===== src/rtl/fcpa_pkg.sv =====
// shared types, codes and sizes for the fixed chunk pool allocator
package fcpa_pkg;

  // field widths
  localparam int unsigned ADDR_W   = 32;
  localparam int unsigned CHUNK_W  = 17;
  localparam int unsigned MODE_W   = 2;
  localparam int unsigned STATUS_W = 2;
  localparam int unsigned CFG_IDX_W = 2;

  // default pool depth
  localparam int unsigned MAX_CHUNKS_DEF = 256;

  // smallest chunk size, one pointer
  localparam logic [CHUNK_W-1:0] MIN_CHUNK = CHUNK_W'(4);

  // iterative divider, one quotient bit per step
  localparam int unsigned DIV_STEPS = ADDR_W;
  localparam int unsigned DIV_CNT_W = $clog2(DIV_STEPS);

  // request modes
  localparam logic [MODE_W-1:0] MODE_ALLOC = 2'd0;
  localparam logic [MODE_W-1:0] MODE_FREE  = 2'd1;
  localparam logic [MODE_W-1:0] MODE_QUERY = 2'd2;

  // result status codes
  localparam logic [STATUS_W-1:0] ST_OK        = 2'd0;
  localparam logic [STATUS_W-1:0] ST_EXHAUSTED = 2'd1;
  localparam logic [STATUS_W-1:0] ST_RANGE     = 2'd2;

  // configuration register indexes
  localparam logic [CFG_IDX_W-1:0] CFG_REGION_BASE  = 2'd0;
  localparam logic [CFG_IDX_W-1:0] CFG_REGION_BYTES = 2'd1;
  localparam logic [CFG_IDX_W-1:0] CFG_CHUNK_BYTES  = 2'd2;

  // source of the result address
  typedef enum logic [1:0] {
    SRC_ZERO  = 2'd0,
    SRC_FRESH = 2'd1,
    SRC_STACK = 2'd2
  } res_src_e;

  // controller to datapath
  typedef struct packed {
    logic                latch_item;
    logic                cfg_wr;
    logic                pop;
    logic                push;
    logic                take_fresh;
    logic                div_start;
    logic                div_cfg;
    logic                reinit;
    logic                res_load;
    res_src_e            res_src;
    logic [STATUS_W-1:0] res_status;
  } fcpa_cmd_t;

  // datapath to controller
  typedef struct packed {
    logic [MODE_W-1:0] mode;
    logic              stack_empty;
    logic              stack_full;
    logic              fresh_none;
    logic              addr_zero;
    logic              out_of_range;
    logic              cfg_known;
    logic              div_done;
    logic              rem_zero;
  } fcpa_stat_t;

endpackage


===== src/rtl/fcpa_ctrl.sv =====
// controller: sequences each item and each reinit over the datapath
module fcpa_ctrl (
  input  logic                  clk_i,
  input  logic                  rst_ni,
  input  logic                  start,
  output logic                  busy,
  input  logic                  cfg_valid_i,
  output logic                  cfg_ready_o,
  input  fcpa_pkg::fcpa_stat_t  stat_i,
  output fcpa_pkg::fcpa_cmd_t   cmd_o
);

  typedef enum logic [5:0] {
    S_IDLE  = 6'b000001,
    S_EXEC  = 6'b000010,
    S_POP   = 6'b000100,
    S_CFGLD = 6'b001000,
    S_DIVQ  = 6'b010000,
    S_DIVC  = 6'b100000
  } state_e;

  state_e state_q, state_d;

  assign busy        = state_q != S_IDLE;
  assign cfg_ready_o = (state_q == S_IDLE) && !start;

  // next state and commands
  always_comb begin
    state_d = state_q;
    cmd_o   = '0;
    case (state_q)
      S_IDLE: begin
        if (start) begin
          cmd_o.latch_item = 1'b1;
          state_d          = S_EXEC;
        end else if (cfg_valid_i) begin
          cmd_o.cfg_wr = 1'b1;
          if (stat_i.cfg_known) begin
            state_d = S_CFGLD;
          end
        end
      end
      S_EXEC: begin
        state_d          = S_IDLE;
        cmd_o.res_load   = 1'b1;
        cmd_o.res_src    = fcpa_pkg::SRC_ZERO;
        cmd_o.res_status = fcpa_pkg::ST_OK;
        case (stat_i.mode)
          fcpa_pkg::MODE_ALLOC: begin
            if (!stat_i.stack_empty) begin
              // pop: wait for the stack read
              cmd_o.res_load = 1'b0;
              cmd_o.pop      = 1'b1;
              state_d        = S_POP;
            end else if (!stat_i.fresh_none) begin
              cmd_o.take_fresh = 1'b1;
              cmd_o.res_src    = fcpa_pkg::SRC_FRESH;
            end else begin
              cmd_o.res_status = fcpa_pkg::ST_EXHAUSTED;
            end
          end
          fcpa_pkg::MODE_FREE: begin
            // null or overflow frees are dropped
            cmd_o.push = !stat_i.addr_zero && !stat_i.stack_full;
          end
          fcpa_pkg::MODE_QUERY: begin
            if (stat_i.out_of_range) begin
              cmd_o.res_status = fcpa_pkg::ST_RANGE;
            end else begin
              cmd_o.res_load  = 1'b0;
              cmd_o.div_start = 1'b1;
              state_d         = S_DIVQ;
            end
          end
          default: ;
        endcase
      end
      S_POP: begin
        cmd_o.res_load   = 1'b1;
        cmd_o.res_src    = fcpa_pkg::SRC_STACK;
        cmd_o.res_status = fcpa_pkg::ST_OK;
        state_d          = S_IDLE;
      end
      S_CFGLD: begin
        cmd_o.div_start = 1'b1;
        cmd_o.div_cfg   = 1'b1;
        state_d         = S_DIVC;
      end
      S_DIVQ: begin
        if (stat_i.div_done) begin
          cmd_o.res_load   = 1'b1;
          cmd_o.res_src    = fcpa_pkg::SRC_ZERO;
          cmd_o.res_status = stat_i.rem_zero ? fcpa_pkg::ST_OK : fcpa_pkg::ST_RANGE;
          state_d          = S_IDLE;
        end
      end
      S_DIVC: begin
        cmd_o.div_cfg = 1'b1;
        if (stat_i.div_done) begin
          cmd_o.reinit = 1'b1;
          state_d      = S_IDLE;
        end
      end
      default: state_d = S_IDLE;
    endcase
  end

  // state register
  always_ff @(posedge clk_i or negedge rst_ni) begin
    if (!rst_ni) begin
      state_q <= S_IDLE;
    end else begin
      state_q <= state_d;
    end
  end

endmodule


===== config.mk =====
export PLATFORM = sky130hd
export DESIGN_NAME = fcpa_ctrl
export DESIGN_NICKNAME = d
export VERILOG_FILES = /design/src/rtl/fcpa_pkg.sv /design/src/rtl/fcpa_ctrl.sv
export SDC_FILE = /design/constraint.sdc
export NUM_CORES = 1
export LEC_CHECK = 0
export ABC_AREA = 1
export ABC_CLOCK_PERIOD_IN_PS = 1400
export BUFFER_PORTS_ARGS = -buffer_cell sky130_fd_sc_hd__buf_2
export CORE_MARGIN = 4
export CORE_UTILIZATION = 35
export CTS_CLUSTER_SIZE = 16
export DETAILED_ROUTE_END_ITERATION = 10
export PLACE_DENSITY = 0.66
export REMOVE_ABC_BUFFERS = 1
export SYNTH_ARGS = -nofsm -noshare
export SYNTH_HDL_FRONTEND = slang
export SYNTH_SLANG_ARGS = --single-unit

===== constraint.sdc =====
create_clock -name clk_i -period 1.4 [get_ports clk_i]
set_input_delay 0.07 -clock clk_i [delete_from_list [all_inputs] [get_ports clk_i]]
set_output_delay 0.07 -clock clk_i [all_outputs]
set_load 0.01 [all_outputs]

Yosys cells after proc, flatten, opt, wreduce, memory -nomap -nowiden

Index checks and enable logic that the tools add are counted.
Widths: inputs -> output; s select.

Equality and inequality tests: 12
Multiplexer cells: 37
Reduce and logical (&&, ||, !) cells: 9

Operators by type and width:

| cell               | count |
|---|---|
| $mux 6             | 4 |
| $pmux 6 s4         | 1 |
| $mux 1             | 18 |
| $pmux 5 s3         | 1 |
| $pmux 6 s2         | 1 |
| $mux 5             | 2 |
| $mux 2             | 4 |
| $eq 6x1->1 const B | 1 |
| $eq 6x2->1 const B | 1 |
| $eq 6x3->1 const B | 1 |
| $eq 6x4->1 const B | 1 |
| $eq 6x5->1 const B | 1 |
| $eq 6x6->1 const B | 1 |
| $mux 3             | 2 |
| $ne 3x3->1 const B | 2 |
| $ne 6x1->1 const B | 1 |
| $mux 4             | 1 |
| $pmux 1 s2         | 2 |
| $pmux 2 s2         | 1 |
| $reduce_or 2->1    | 2 |
| $logic_not 1->1    | 3 |
| $reduce_and 3->1   | 1 |
| $eq 2x1->1 const B | 1 |
| $eq 2x2->1 const B | 1 |
| 3 further kinds    | 4 |

Register bits after elaboration: 6
Bits of input ports: 14

Depth between registers and ports, before layout

Depth in word-level cells: 4
Gate-level depth with buffers: 8
Depth with buffers taken out: 8

Least setup slack after synthesis

Ideal clock, no wire load.

Kind: register to register
Start: reg state_q[0]
End: reg state_q[5]
Library setup time: 67 ps
Data arrival time: 1233 ps
Setup slack: 100 ps
Cell stages (with the launch flop): 9
Path buffers: 0
Period minus slack after synthesis: 1300 ps
Path through: dfstp_2 inv_1 nor2_1 nand3_4 nor2_4 nand2_4 nand2_2 nand2_1 nand2_1

Cells in the longest elaborated chain, start to end: 4
Elaborated cells on any way between the ends: 11

RTL lines:

| element                                  | RTL line         | RTL |
|---|---|---|
| start: declaration                       | fcpa_ctrl.sv:22  | `state_e state_q, state_d;` |
| start signal: assignment                 | fcpa_ctrl.sv:113 | `state_q <= state_d;` |
| $eq 6x6->1 or $eq 6x5->1 (tied branches) | fcpa_ctrl.sv:31  | `case (state_q)` |
| $reduce_or 2->1 (no source line)         | n/a              |  |
| $ne 2x1->1 (no source line)              | n/a              |  |
| $reduce_and 3->1 (no source line)        | n/a              |  |

Several ways; a longest one is shown, not always the timed one.
A chain may end at the register's enable or synchronous reset.

==> summary.md <==
| Metric | Value |
|---|---|
| Status | finished, violations left |
| Violated checks | negative setup slack |
| Crit path max-delay family | flip-flops |
| Final core utilization | 0.620 |
| CTS root buf | clkbuf_4 |
| CP Launch Type | flop |
| Critical Path RT | 1.33 ns |
| Synth top area share | 0.251 |
| First-pass DRT Iterations | 4 |
| Latest clock arrival within the worst-skew pair | 0.24 ns |
| Psw | 640 uW |
| Pin count of the biggest net entering global routing | 9 |
| Most frequent cell after synthesis | nand2_1 |
| Die area | 2090 um2 |
| Number of global-route vias before repair | 522 |
| Critical path type | reg2out |
| Final critical-path setup slack | -0.112 ns |
| H-Tree Depth | 1 |
| Synth cell count leaders | nand2_1 (17), inv_1 (12), nor2_1 (12) |
| Seq pwr share | 0.211 |
| Clk pwr share | 0.122 |
| Met1 GRT Util | 0.181 |
| GPL Wtd Cong | 0.707 |
| Largest regs | state_q (6) |
| Via count | 622 |
| Final Max Tran Viols | 0 |
| Largest stage delay, worst path | 0.55 ns |
| Met3 usage | 0.0316 |
| Final min period | 1.51 ns |
| Antenna viol nets, final | 0 |
| Post-synth ARST share | 1.00 |
| Mean post-synth cell area | 6.64 um2 |
| Hold crit path type | in2reg |
| Met2 Use GR | 0.228 |
| Max_cap viols | 0 |
| GRT Total Usage | 0.141 |
| Power per cell area | 1740 nW/um2 |
| Worst Path Max Fanout | 4 |
| DRC viols | 0 |
| Top FF cell, synth | dfrtp_1 |
| Port bufs | 28 |
| Crit path capture type | primary output |
| Crit-path slowest cell | dfstp_2 |
| Final HPWL DP | 1.04 mm |
| Cell area after synthesis | 498 um2 |
| Dpl cells | 118 |
| Lkg Pwr | 0.000472 uW |
| Synth area leaders | dfrtp_1 (25%), nand2_1 (13%), inv_1 (9.0%) |
| Seq/Total Area, Yosys | 0.304 |
| GR peak layer | met2 |
| Synth unique cells | 19 |
| CTS Buf Count | 3 |
| Initial Util | 0.378 |
| IO Pins | 29 |
| #FFs+latches synth | 6 |
| Layout cells sized above 1 | 0.517 |
| Synth Warn # | 0 |
| DIE HEIGHT | 45.7 um |
| Internal Power | 778 uW |
| Switching share of power | 0.452 |
| CTS tree | done |
| Via-per-instance ratio | 4.68 |
| Final clock skew | 0.00127 ns |
| Antenna violations before repair | 0 |
| Die Wd | 45.7 um |
| Nets | 133 |
| Arrival time worst endpoint | 1.44 ns |
| Post-synth EDFFs | 0 |
| Cell taking the most area after synthesis | dfrtp_1 |
| Global-route wire length before repair | 2.13 mm |
| Fin crit share | 1.08 |
| Core area | 1320 um2 |
| Final Hold Vio Count | 0 |
| Total gr overflow | 0 |
| Drt wl/cell | 10.5 um |
| Clock Sinks | 6 |
| CP Cell Sequence | inv_2, nor2_4, nand3_4, buf_4, nor2_2, buf_2 |
| RSZ-0062 raised after global routing | yes |
| Fmax | 0.661 GHz |
| Initial DRC count | 7 |
| Mapped Cells | 75 |
| Pwr Total | 1420 uW |
| Worst relative slew slack | 0.863 |
| Final setup vio count | 10 |
| Final wirelength | 1.40 mm |
| Fin cells | 133 |
| Most flop-heavy register | state_q |
| Worst-Margin Slew | 0.203 ns |
| CP Buf/Inv Count | 3 |
| Comb pwr share | 0.667 |
| Reg clk slew, reported paths | 0.05 ns |
| Std-Cell Rows | 13 |
| IR drop worst, VDD | 1080 uV |
| CTS max path bufs | 2 |
| Max reg flops | 6 |
| Area delta synth->final | 64.1% |
| Ant. Diodes | 0 |
-- logic make-up (layout without fill, tap and decap cells) --
kind of cell | Yosys count | after routing | synth area share
compound gates | 2 | 2 | 0.0201
flops | 6 | 6 | 0.304
simple gates | 52 | 52 | 0.555
buf+inv | 15 | 58 | 0.121
-- cells in the final DEF (no fill, tap or decap), drive strengths merged --
| master | count |
|---|---|
| inv | 14 |
| nand4 | 3 |
| dfstp | 1 |
| dlygate4sd3 | 1 |
| nor3 | 5 |
| a21oi | 1 |
| nand2 | 20 |
| buf | 39 |
| nand3 | 7 |
| o21ai | 1 |
| nor3b | 1 |
| clkbuf | 4 |
| dfrtp | 5 |
| nor2 | 15 |
| nor4 | 1 |
-- path summary, 6_finish.rpt --
path | from | to | slack [ns] | depth (start not counted)
worst max-delay path | state_q[0] | cmd_o[12] | -0.11 | 6
worst max register to register | state_q[0] | state_q[5] | 0.07 | 9
max in group asynchronous | rst_ni | state_q[0] | 0.99 | 2
worst min-delay path | stat_i[7] | state_q[2] | 0.02 | 2
min in group asynchronous | rst_ni | state_q[5] | 0.19 | 2
worst min register to register | state_q[4] | state_q[4] | 0.54 | 2
-- power by group through the flow --
stage               Combinational (uW)  Sequential [uW]  Clock, uW
CTS                                757              302        180
finish                             946              299        173
detailed placement                 648              289          0
floorplan                          455              288          0
global route                      1040              304        188
global placement                   641              287          0
-- area by class of cell --
| class | instances | area, um2 |
|---|---|---|
| Timing Repair Buffer | 40 | 243 |
| Multi-Input combinational cell | 54 | 322 |
| Fill cell | 125 | 500 |
| Tap cell | 15 | 18.8 |
| Inverter | 14 | 55.1 |
| Clock buffer | 4 | 26.3 |
| Sequential cell | 6 | 153 |
-- per-layer routing --
| layer | wire, um | vias up |
|---|---|---|
| li1 | - | 324 |
| met1 | 604 | 280 |
| met2 | 703 | 18 |
| met3 | 87 | 0 |
| met4 | 0 | 0 |
| met5 | 0 | - |
-- metrics by stage --
| stage | setup slack, ns | TNS [ns] | area, um2 | hold WS [ns] |
|---|---|---|---|---|
| 3_5_place_dp | 0.0621 | 0 | 657 | -0.102 |
| 4_1_cts | -0.120 | -0.773 | 726 | 0.0215 |
| 2_1_floorplan | 0.0997 | 0 | 490 | -0.226 |
| 5_1_grt | -0.194 | -1.76 | 817 | 0.0233 |
| 6_report | -0.112 | -0.506 | 817 | 0.0219 |
| 3_3_place_gp | 0.121 | 0 | 657 | -0.100 |
-- timing repair --
item                                   in CTS  in global routing
setup endpoints to repair                  11                 16
hold buffers                                1                  0
endpoints found under the hold margin       6                  0
pin swaps                                   3                  4
setup buffers                               2                  8
resized for setup                           5                  9
Note: power is estimated with default switching activity, not from simulation.
